[src/hdl/acrr_pkg.sv]
// Shared types and constants for the aging channel round robin.
package acrr_pkg;

	localparam int MAX_CHANNELS = 16;
	localparam int IDX_W        = $clog2(MAX_CHANNELS);
	localparam int CNT_W        = $clog2(MAX_CHANNELS + 1);
	localparam int CHAN_W       = 8;
	localparam int TIME_W       = 32;
	localparam int USED_W       = 5;
	localparam int CFG_IDX_W    = 1;
	localparam int CFG_DATA_W   = 32;

	localparam logic OP_NOTE_USE = 1'b0;
	localparam logic OP_ROTATE   = 1'b1;

	localparam logic [CFG_IDX_W-1:0] REG_AGE_TIMEOUT   = 1'd0;
	localparam logic [CFG_IDX_W-1:0] REG_START_CHANNEL = 1'd1;

	localparam logic [TIME_W-1:0] AGE_TIMEOUT_RST   = 32'd2000;
	localparam logic [CHAN_W-1:0] START_CHANNEL_RST = 8'd1;

	typedef struct packed {
		logic              op;
		logic [CHAN_W-1:0] channel;
		logic [TIME_W-1:0] now;
	} req_t;

	typedef struct packed {
		logic [CHAN_W-1:0] current_channel;
		logic              switched;
		logic              table_full;
		logic [USED_W-1:0] entries_used;
	} rsp_t;

	typedef struct packed {
		logic [CHAN_W-1:0] channel;
		logic [TIME_W-1:0] last_use;
	} entry_t;

	localparam int ENTRY_W = $bits(entry_t);

endpackage

[src/hdl/acrr_ram.sv]
// Generic single-write, single-read RAM with registered read data.
module acrr_ram #(
	parameter int WIDTH = 8,
	parameter int DEPTH = 16
) (
	input  logic                     clk,
	input  logic                     wr_en,
	input  logic [$clog2(DEPTH)-1:0] wr_addr,
	input  logic [WIDTH-1:0]         wr_data,
	input  logic                     rd_en,
	input  logic [$clog2(DEPTH)-1:0] rd_addr,
	output logic [WIDTH-1:0]         rd_data
);

	logic [WIDTH-1:0] mem [DEPTH];

	always_ff @(posedge clk) begin
		if (wr_en) begin
			mem[wr_addr] <= wr_data;
		end
		if (rd_en) begin
			rd_data <= mem[rd_addr];
		end
	end

endmodule

[src/hdl/aging_channel_round_robin.sv]
// Top level: channel table with aging, kept in one RAM and walked by a sequencer.
//
//  channel  dir  handshake            payload
//  req      in   req_valid/req_stall  req_t: op, channel, now
//  rsp      out  rsp_valid/rsp_stall  rsp_t: current_channel, switched, table_full, entries_used
//  cfg      in   cfg_valid/cfg_ready  cfg_index (0 age_timeout, 1 start_channel), cfg_data
//
// One request in work at a time; one RAM read per cycle, its data in the next cycle.
// note_use: lookup, then the response is loaded, then back to idle.
// rotate: lookup, circular pass, compaction (only when an entry aged out), then the
// response is loaded and the block goes back to idle.
// Reset clears control state and the entry count; RAM entries above the count are never read.
// A stalled response holds; the next request is still taken and worked, its hand-off waits.
module aging_channel_round_robin (
	input  logic                              clk,
	input  logic                              arst_n,
	input  logic                              req_valid,
	output logic                              req_stall,
	input  acrr_pkg::req_t                    req,
	output logic                              rsp_valid,
	input  logic                              rsp_stall,
	output acrr_pkg::rsp_t                    rsp,
	input  logic                              cfg_valid,
	output logic                              cfg_ready,
	input  logic [acrr_pkg::CFG_IDX_W-1:0]    cfg_index,
	input  logic [acrr_pkg::CFG_DATA_W-1:0]   cfg_data
);
	import acrr_pkg::*;

	typedef enum logic [2:0] {
		S_IDLE,
		S_FIND,
		S_PASS,
		S_COMPACT,
		S_DONE
	} state_t;

	state_t              state_q;
	req_t                req_q;
	rsp_t                rsp_q;
	logic                rsp_valid_q;
	logic [TIME_W-1:0]   age_timeout_q;
	logic [CHAN_W-1:0]   active_q;
	logic [CHAN_W-1:0]   old_q;
	logic [CNT_W-1:0]    count_q;
	logic                full_q;
	logic                removed_q;
	logic [MAX_CHANNELS-1:0] keep_q;
	logic [IDX_W-1:0]    start_q;
	logic [CNT_W-1:0]    scan_q;   // next read: entry index, or step k during the pass
	logic [CNT_W-1:0]    wr_q;     // compaction write pointer
	logic                rdv_s1;   // read data arrives this cycle
	logic [IDX_W-1:0]    ridx_s1;  // entry index of the arriving data
	logic [CNT_W-1:0]    rk_s1;    // pass step of the arriving data

	logic                issue;
	logic [CNT_W:0]      pos_sum;
	logic [CNT_W:0]      pos_wrap;
	logic [IDX_W-1:0]    rd_addr;
	entry_t              rd_data;
	logic                wr_en;
	logic [IDX_W-1:0]    wr_addr;
	entry_t              wr_data;
	logic [CHAN_W-1:0]   target;
	logic                match;
	logic [TIME_W-1:0]   age;
	logic                stale;
	logic                last_idx;
	logic                last_step;
	logic                not_found;
	logic                room;
	logic                rsp_free;

	assign req_stall = (state_q != S_IDLE);
	assign cfg_ready = 1'b1;
	assign rsp_valid = rsp_valid_q;
	assign rsp       = rsp_q;
	assign rsp_free  = !rsp_valid_q || !rsp_stall;

	// Issue one read per cycle while entries remain in the current walk.
	assign issue = ((state_q == S_FIND) || (state_q == S_PASS) || (state_q == S_COMPACT))
		&& (scan_q < count_q);

	// Circular position start + k, folded back into the table.
	assign pos_sum  = (CNT_W+1)'(start_q) + (CNT_W+1)'(scan_q);
	assign pos_wrap = (pos_sum >= {1'b0, count_q}) ? pos_sum - {1'b0, count_q} : pos_sum;
	assign rd_addr  = (state_q == S_PASS) ? pos_wrap[IDX_W-1:0] : scan_q[IDX_W-1:0];

	assign target    = (req_q.op == OP_NOTE_USE) ? req_q.channel : active_q;
	assign match     = (rd_data.channel == target);
	assign age       = req_q.now - rd_data.last_use;
	assign stale     = (age > age_timeout_q);
	assign last_idx  = (CNT_W'(ridx_s1) == count_q - CNT_W'(1));
	assign last_step = (rk_s1 == count_q - CNT_W'(1));
	assign not_found = (count_q == '0) || (rdv_s1 && !match && last_idx);
	assign room      = (count_q < CNT_W'(MAX_CHANNELS));

	// RAM write: refresh or append on note_use, move kept entries down on compaction.
	// Compaction writes at or below the entry just read and reads run ahead, so no
	// read ever meets a pending write to the same entry.
	always_comb begin
		wr_en   = 1'b0;
		wr_addr = ridx_s1;
		wr_data = '{channel: req_q.channel, last_use: req_q.now};
		unique case (state_q)
			S_FIND: begin
				if (req_q.op == OP_NOTE_USE) begin
					if (rdv_s1 && match) begin
						wr_en = 1'b1;
					end else if (not_found && room) begin
						wr_en   = 1'b1;
						wr_addr = count_q[IDX_W-1:0];
					end
				end
			end
			S_COMPACT: begin
				if (rdv_s1 && keep_q[ridx_s1]) begin
					wr_en   = 1'b1;
					wr_addr = wr_q[IDX_W-1:0];
					wr_data = rd_data;
				end
			end
			default: begin
			end
		endcase
	end

	acrr_ram #(
		.WIDTH (ENTRY_W),
		.DEPTH (MAX_CHANNELS)
	) u_table (
		.clk     (clk),
		.wr_en   (wr_en),
		.wr_addr (wr_addr),
		.wr_data (wr_data),
		.rd_en   (issue),
		.rd_addr (rd_addr),
		.rd_data (rd_data)
	);

	always_ff @(posedge clk or negedge arst_n) begin
		if (!arst_n) begin
			state_q       <= S_IDLE;
			req_q         <= '0;
			rsp_q         <= '0;
			rsp_valid_q   <= 1'b0;
			age_timeout_q <= AGE_TIMEOUT_RST;
			active_q      <= START_CHANNEL_RST;
			old_q         <= '0;
			count_q       <= '0;
			full_q        <= 1'b0;
			removed_q     <= 1'b0;
			keep_q        <= '1;
			start_q       <= '0;
			scan_q        <= '0;
			wr_q          <= '0;
			rdv_s1        <= 1'b0;
			ridx_s1       <= '0;
			rk_s1         <= '0;
		end else begin
			// Drain the output register.
			if (rsp_valid_q && !rsp_stall) begin
				rsp_valid_q <= 1'b0;
			end

			// Track the read pipeline by default.
			rdv_s1  <= issue;
			ridx_s1 <= rd_addr;
			rk_s1   <= scan_q;
			if (issue) begin
				scan_q <= scan_q + CNT_W'(1);
			end

			unique case (state_q)
				S_IDLE: begin
					if (req_valid) begin
						req_q     <= req;
						old_q     <= active_q;
						full_q    <= 1'b0;
						removed_q <= 1'b0;
						keep_q    <= '1;
						scan_q    <= '0;
						wr_q      <= '0;
						// A rotate over fewer than two entries changes nothing.
						if (req.op == OP_ROTATE && count_q < CNT_W'(2)) begin
							state_q <= S_DONE;
						end else begin
							state_q <= S_FIND;
						end
					end
				end
				S_FIND: begin
					if (rdv_s1 && match) begin
						if (req_q.op == OP_NOTE_USE) begin
							state_q <= S_DONE;
						end else begin
							// Start the circular pass just after the current entry.
							start_q <= ridx_s1;
							scan_q  <= CNT_W'(1);
							rdv_s1  <= 1'b0;
							state_q <= S_PASS;
						end
					end else if (not_found) begin
						if (req_q.op == OP_NOTE_USE) begin
							if (room) begin
								count_q <= count_q + CNT_W'(1);
							end else begin
								full_q <= 1'b1;
							end
						end
						// A rotate whose current channel is absent keeps the table.
						state_q <= S_DONE;
					end
				end
				S_PASS: begin
					if (rdv_s1) begin
						if (stale) begin
							keep_q[ridx_s1] <= 1'b0;
							removed_q       <= 1'b1;
							if (last_step) begin
								scan_q  <= '0;
								rdv_s1  <= 1'b0;
								state_q <= S_COMPACT;
							end
						end else begin
							// First fresh entry becomes current; compact only if needed.
							active_q <= rd_data.channel;
							scan_q   <= '0;
							rdv_s1   <= 1'b0;
							state_q  <= removed_q ? S_COMPACT : S_DONE;
						end
					end else if (!issue) begin
						// Pass over with nothing left to read.
						scan_q  <= '0;
						state_q <= removed_q ? S_COMPACT : S_DONE;
					end
				end
				S_COMPACT: begin
					if (rdv_s1) begin
						if (keep_q[ridx_s1]) begin
							wr_q <= wr_q + CNT_W'(1);
						end
						if (last_idx) begin
							count_q <= wr_q + CNT_W'(keep_q[ridx_s1]);
							rdv_s1  <= 1'b0;
							state_q <= S_DONE;
						end
					end
				end
				S_DONE: begin
					if (rsp_free) begin
						rsp_valid_q          <= 1'b1;
						rsp_q.current_channel <= active_q;
						rsp_q.switched       <= (active_q != old_q);
						rsp_q.table_full     <= full_q;
						rsp_q.entries_used   <= USED_W'(count_q);
						state_q              <= S_IDLE;
					end
				end
				default: begin
					state_q <= S_IDLE;
				end
			endcase

			// The user must send register writes only while no request is in work; the block does not enforce this.
			if (cfg_valid) begin
				unique case (cfg_index)
					REG_AGE_TIMEOUT: begin
						age_timeout_q <= cfg_data[TIME_W-1:0];
					end
					REG_START_CHANNEL: begin
						active_q <= cfg_data[CHAN_W-1:0];
					end
					default: begin
					end
				endcase
			end
		end
	end

endmodule

[config.mk]
export PLATFORM = sky130hd
export DESIGN_NAME = aging_channel_round_robin
export DESIGN_NICKNAME = d
export VERILOG_FILES = /design/src/hdl/acrr_pkg.sv /design/src/hdl/acrr_ram.sv /design/src/hdl/aging_channel_round_robin.sv
export SDC_FILE = /design/constraint.sdc
export NUM_CORES = 1
export LEC_CHECK = 0
export BUFFER_PORTS_ARGS = -buffer_cell sky130_fd_sc_hd__buf_4
export CORE_MARGIN = 2
export CORE_UTILIZATION = 60
export DETAILED_ROUTE_END_ITERATION = 6
export HOLD_SLACK_MARGIN = 0.12
export PLACE_DENSITY_LB_ADDON = 0.08
export SLEW_MARGIN = 20
export SYNTH_ARGS = -nofsm -noshare
export SYNTH_HDL_FRONTEND = slang
export SYNTH_SLANG_ARGS = --single-unit
[constraint.sdc]
create_clock -name clk -period 9.4 [get_ports clk]
set_input_delay 0.94 -clock clk [delete_from_list [all_inputs] [get_ports clk]]
set_output_delay 0.94 -clock clk [all_outputs]
set_load 0.01 [all_outputs]
# Word-level counts from Yosys, hierarchy flattened
# Memory sizes are Yosys's and may differ from the RTL's. A register that Yosys moved wholly into a read port is not among the register bits.
# Index checks and enable logic that the tools add are counted.
# classes
addsub	8
magnitude_cmp	7
n_eq_ne	23
mux	84
bitwise_logic	3
n_reduce_logical	32
# op_table
cell	n
5-bit two-way mux	17
40-bit two-way mux	2
16-bit two-way mux	3
8-bit two-way mux	6
3-bit two-way mux	13
32-bit greater-than comparator	1
16-bit one-hot mux with 2 select lines	1
32-bit subtractor	1
1-bit two-way mux	25
4-bit two-way mux	6
2-bit inequality test, second input constant	11
5-bit one-hot mux with 2 select lines	2
16-bit AND	1
16-bit NOT	1
5-bit by 1-bit adder with 5-bit output, second input constant	3
3-bit one-hot mux with 5 select lines	1
5-bit one-hot mux with 3 select lines	1
7-bit AND reduction	2
1-bit logical AND	9
8-bit == test	1
8-bit inequality test	1
4-bit one-hot mux with 2 select lines	1
4-bit AND reduction	2
2-bit nonzero test	4
other kinds (32)	42
# word_totals
register_bits	155
mem_bits_rw	640
out_inout_bits	18
wordCells	180
memories	1
# mem_list
name	words	word_bits	read_ports	rd_clocked_by_memory_dff	wr	line	source
u_table.mem	16	40	1	1	1	acrr_ram.sv:15	logic [WIDTH-1:0] mem [DEPTH];

# Logic depth before layout (Yosys ltp)
# logic_depth
word_depth	13
ltp_mapped	25
depth_no_buf	25

# Cells and area by module
# Synthesis repeated with hierarchy kept, for this count alone.
# hier_totals
cells_unflattened	2227
area_unflattened_um2	35922.0
# modules_own_cells
mod	n_inst	cells_each	area_each_um2
acrr_ram	1	1040	25532.0
aging_channel_round_robin	1	1187	10390.0

# Worst setup path before layout
# Ideal clock, no wire load.
# synth_timing
path_kind	reg2reg
start	register count_q[0]
end	memory u_table.mem[8][0] (netlist name), enable pin
setup_time_ps	537
t_arrival_ps	6432
slack_ps	2431
path_stages_with_launch	14
n_path_buf	1
path_cell_list	dfrtp_1 inv_1 ha_1 nor3b_1 xnor2_1 nor4b_4 a2bb2oi_2 o21a_2 buf_6 nor2_1 a31oi_1 o21ai_0 nand2b_1 nor4_1
# synth_between
elab_chain_len	11
word_cells_on_any_way	17
# synth_rtl
element	line	source
start: declaration	aging_channel_round_robin.sv:45	logic [CNT_W-1:0] count_q;
start signal: assignment	aging_channel_round_robin.sv:206	count_q <= count_q + CNT_W'(1);
start signal: assignment	aging_channel_round_robin.sv:244	count_q <= wr_q + CNT_W'(keep_q[ridx_s1]);
5-bit by 1-bit subtractor with 5-bit output	aging_channel_round_robin.sv:93	assign last_idx = (CNT_W'(ridx_s1) == count_q - CNT_W'(1));
4-bit by 5-bit == test with 1-bit output	aging_channel_round_robin.sv:93	
1-bit logical AND	aging_channel_round_robin.sv:95	assign not_found = (count_q == '0) || (rdv_s1 && !match && last_idx);
1-bit logical OR	aging_channel_round_robin.sv:95	
1-bit logical AND	aging_channel_round_robin.sv:110	end else if (not_found && room) begin
1-bit two-way mux	aging_channel_round_robin.sv:110	
1-bit two-way mux	aging_channel_round_robin.sv:108	if (rdv_s1 && match) begin
1-bit two-way mux	aging_channel_round_robin.sv:107	if (req_q.op == OP_NOTE_USE) begin
1-bit one-hot mux with 2 select lines	aging_channel_round_robin.sv:105	unique case (state_q)
1-bit two-way mux	acrr_ram.sv:18	if (wr_en) begin
1-bit two-way mux (not written as such)	acrr_ram.sv:19	mem[wr_addr] <= wr_data;
end: declaration	acrr_ram.sv:15	
# Several ways; a longest one is shown, not always the timed one.

# Worst setup path in the final report
# layout_timing
start	register req_q[1] (netlist name)
end	register active_q[7]
# layout_between
elab_chain_len	7
# layout_rtl
element	line	source
start: declaration	aging_channel_round_robin.sv:39	req_t req_q;
start signal: assignment	aging_channel_round_robin.sv:177	req_q <= req;
32-bit subtractor *	aging_channel_round_robin.sv:91	assign age = req_q.now - rd_data.last_use;
32-bit greater-than comparator *	aging_channel_round_robin.sv:92	assign stale = (age > age_timeout_q);
8-bit two-way mux *	aging_channel_round_robin.sv:217	if (stale) begin
8-bit two-way mux *	aging_channel_round_robin.sv:216	if (rdv_s1) begin
8-bit two-way mux *	aging_channel_round_robin.sv:174	unique case (state_q)
8-bit two-way mux	aging_channel_round_robin.sv:267	unique case (cfg_index)
8-bit two-way mux *	aging_channel_round_robin.sv:266	if (cfg_valid) begin
end signal: assignment	aging_channel_round_robin.sv:227	active_q <= rd_data.channel;
end signal: assignment	aging_channel_round_robin.sv:272	active_q <= cfg_data[CHAN_W-1:0];
end: declaration	aging_channel_round_robin.sv:43	logic [CHAN_W-1:0] active_q;
# Every way passes the cells marked *; elsewhere a longest branch is shown, timed or not.
# A chain may end at the register's enable or synchronous reset.

==> impl_metrics.csv <==
group,metric,value,unit
yosys,ys.flop_type,"edfxtp_1",
floorplan,die_h,250.5,um
setup_path,critPathLaunchType,"flip-flop",
clock_tree,cts_sinks,835,
clock_tree,postCtsHoldBufs,0,
floorplan,row_count,90,
global_route,grt_pass1_wl,139000,um
floorplan,io_pins,97,
setup_path,cp_max_fo,8,
floorplan,initial_utilization,60.53,%
yosys,synth_warnings,0,
placement,hpwl,50520,um
global_route,grt_pass1_vias,22830,
route,first_pass_iters,5,
clock_tree,post_cts_buffers,0,
yosys,synth_edf_count,680,
yosys,yosys.cell_types.count,82,
global_route,grt.total_usage,29.28,%
route,wl_per_cell,24.09,um
pwr,seqPwrFrac,38.6,%
pwr,pwr-share-comb,36.0,%
route,dr_total_vias,23600,
layout,mostFrequentLayoutCell,"edfxtp_1",
clock_tree,path_clk_slew,0.06,ns
yosys,synth.cell_area,36460,sq um
route,postRouteAntennaNets,0,
clock_tree,cts_resized,0,
timing,fmax,172.9,MHz
timing,layout_min_cycle_time,5.783,ns
clock_tree,cts_tree,"yes",
timing,fin_setup_tns,0,ns
timing,fin_crit_sh,61.52,%
route,first_iter_violations,2388,
global_route,antenna_found_initial,4,
clock_tree,numCtsBuffers,84,
timing,finalSetupViolCount,0,
layout,drive_gt1_share,12.41,%
yosys,synth_cells,2913,
clock_tree,clock_path_buffers,3,
layout,layout_common_cells,"edfxtp_1 (680), nand2_1 (635), a21oi_1 (214)",
clock_tree,clk_latency,0.63,ns
timing,slew_headroom,25.91,%
layout,fin_nets,3132,
timing,rsz0062_at_grt,"false",
pwr,power_per_cell_area,326.4,nW/um^2
floorplan,die-area,62760,sq um
timing,worstMarginPinSlew,1.111,ns
min_path,hp-class,"in -> async",
placement,place_congestion,0.9239,
pwr,leakagePower,15.65,nW
timing,fin_worst_skew,0.02512,ns
route,viasPerCell,6.189,
yosys,syn-num-nets,3079,
pwr,p_sw,4.784,mW
route,drt_wl_total,91870,um
yosys,ys_seq_elements,835,
timing,slew_viol_final,0,
timing,hold_viol_final,0,
outcome,status,"completed",
clock_tree,ctsRootBufferMaster,"clkbuf_16",
setup_path,cp.arrival,6.25,ns
placement,portBuffers,95,
pwr,clock_power_share,25.4,%
pwr,p_sw_share,35.94,%
setup_path,critPathCaptureType,"flip-flop",
global_route,grt-ovfl-total,0,
yosys,syn_avg_cell_area,12.52,sq um
global_route,grt_max_degree,201,
layout,syn2layout_area_growth,11.83,%
yosys,synthArstFlopShare,18.56,%
route,post-route-drc-count,0,
pwr,p_int,8.525,mW
job,cap_viol_max_count,0,
pwr,max-vdd-ir-drop,208.1,uV
floorplan,core,60250,sq um
setup_path,worst_ep_required_time,9.87,ns
floorplan,die_width,250.5,um
clock_tree,cts-htree-levels,3,
setup_path,crit_type,"reg -> reg",
layout,final_util,67.69,%
yosys,synth-seq-area-share,66.71,%
[kinds of logic (layout without fill, tap and decap cells)]
family	count (synthesis)	count (layout)	synth area share [%]
compound gates	559	559	10.05
xor+xnor	67	67	1.668
fa+ha+maj	87	87	3.047
buf+inv	248	366	2.673
flops	835	835	66.71
mux	164	164	4.831
other cells	1	2	0.01028
simple gates	952	952	11.01
[critical path: stages (launching register included)]
cell,delay [ns]
dfrtp_1,0.43
ha_1,0.32
nor2b_1,0.14
o31a_1,0.27
o41a_1,0.35
a211o_1,0.30
a21oi_1,0.22
o21ai_1,0.20
a221o_1,0.37
a211oi_2,0.37
o21bai_1,0.13
xor2_1,0.16
ha_1,0.30
a21oi_1,0.14
nor2b_1,0.06
o21ai_0,0.14
o21ai_0,0.10
or3_1,0.31
a21oi_1,0.30
nand2_1,0.17
a21oi_2,0.51
mux2i_1,0.27
a21oi_1,0.09
[power by group through the flow]
stage | Combinational (mW) | Sequential, mW | Clock [mW]
after floorplan | 3.48 | 5.04 | 0
after global placement | 4.57 | 5.19 | 0
after detailed placement | 4.72 | 5.20 | 0
after CTS | 4.75 | 5.13 | 3.42
after global routing | 5.29 | 5.17 | 3.57
final | 4.79 | 5.14 | 3.38
[layer usage]
layer,GRT usage (%),vias up,share of wire [%]
li1,-,10740,-
met1,44.58,11680,44
met2,44.47,1048,45
met3,4.115,133,8.6
met4,8.349,0,2.1
met5,0,-,0
[synth_stat cells, types with 19 or more instances]
library cell	instances	area [sq um]
o211ai_1	43	322.8
edfxtp_1	680	20420
xor2_1	19	166.4
ha_1	84	1051
inv_1	85	319.1
xnor2_1	46	402.9
mux2i_1	104	1041
dfrtp_1	132	3303
buf_2	20	100.1
nor2_1	87	326.6
buf_1	20	75.07
a22oi_1	43	322.8
a22o_1	43	376.6
a32oi_1	40	350.3
a21o_1	23	172.7
nand2_1	637	2391
a21oi_1	214	1071
mux2_2	56	630.6
dfstp_2	23	604.3
o21ai_0	69	345.3
clkbuf_1	117	439.2
nand3_1	146	730.7
[cell type report]
cell class,count,area (sq um)
flip-flops and latches,835,24330
fillers,4285,19470
multi-input cells,1830,11350
clock buffers,106,2215
repair buffers,128,1039
well taps,782,978.4
clock inverters,45,538.0
inverters,87,331.6
diodes,1,2.502
[through the flow]
step                std cells  instance area [sq um]  hold slack, ns  total power, mW  worst slack [ns]
floorplan                2913                  36470          0.4213            8.518             2.431
global placement         3661                  37990          0.4469            9.766             3.735
detailed placement       3661                  37990          0.4483            9.922             3.689
CTS                      3812                  40750          0.3442            13.30             3.629
global route             3813                  40780          0.3682            14.03             3.197
finish                   3814                  40780          0.2914            13.31             3.617
[path summary, 6_finish.rpt]
path	slack [ns]	cells after the start	from	end
max	3.62	22	req_q[1]	active_q[7]
min	0.29	1	arst_n	rsp[3]
max reg2reg	3.62	22	req_q[1]	active_q[7]
min reg2reg	0.47	0	scan_q[0]	rk_s1[0]
max in group asynchronous	7.83	2	arst_n	age_timeout_q[22]
min in group clk	0.47	0	scan_q[0]	rk_s1[0]
[state kept, by name (all words and copies together), names as in the netlist]
register / flops
active_q: 8
age_timeout_q: 32
count_q: 5
full_q: 1
keep_q: 16
old_q: 8
rdv_s1: 1
removed_q: 1
req_q: 41
ridx_s1: 4
rk_s1: 5
rsp: 15
rsp_valid: 1
scan_q: 5
start_q: 4
state_q: 3
u_table.mem: 640
u_table.rd_data: 40
wr_q: 5
Power figures use the tool's default switching activity.
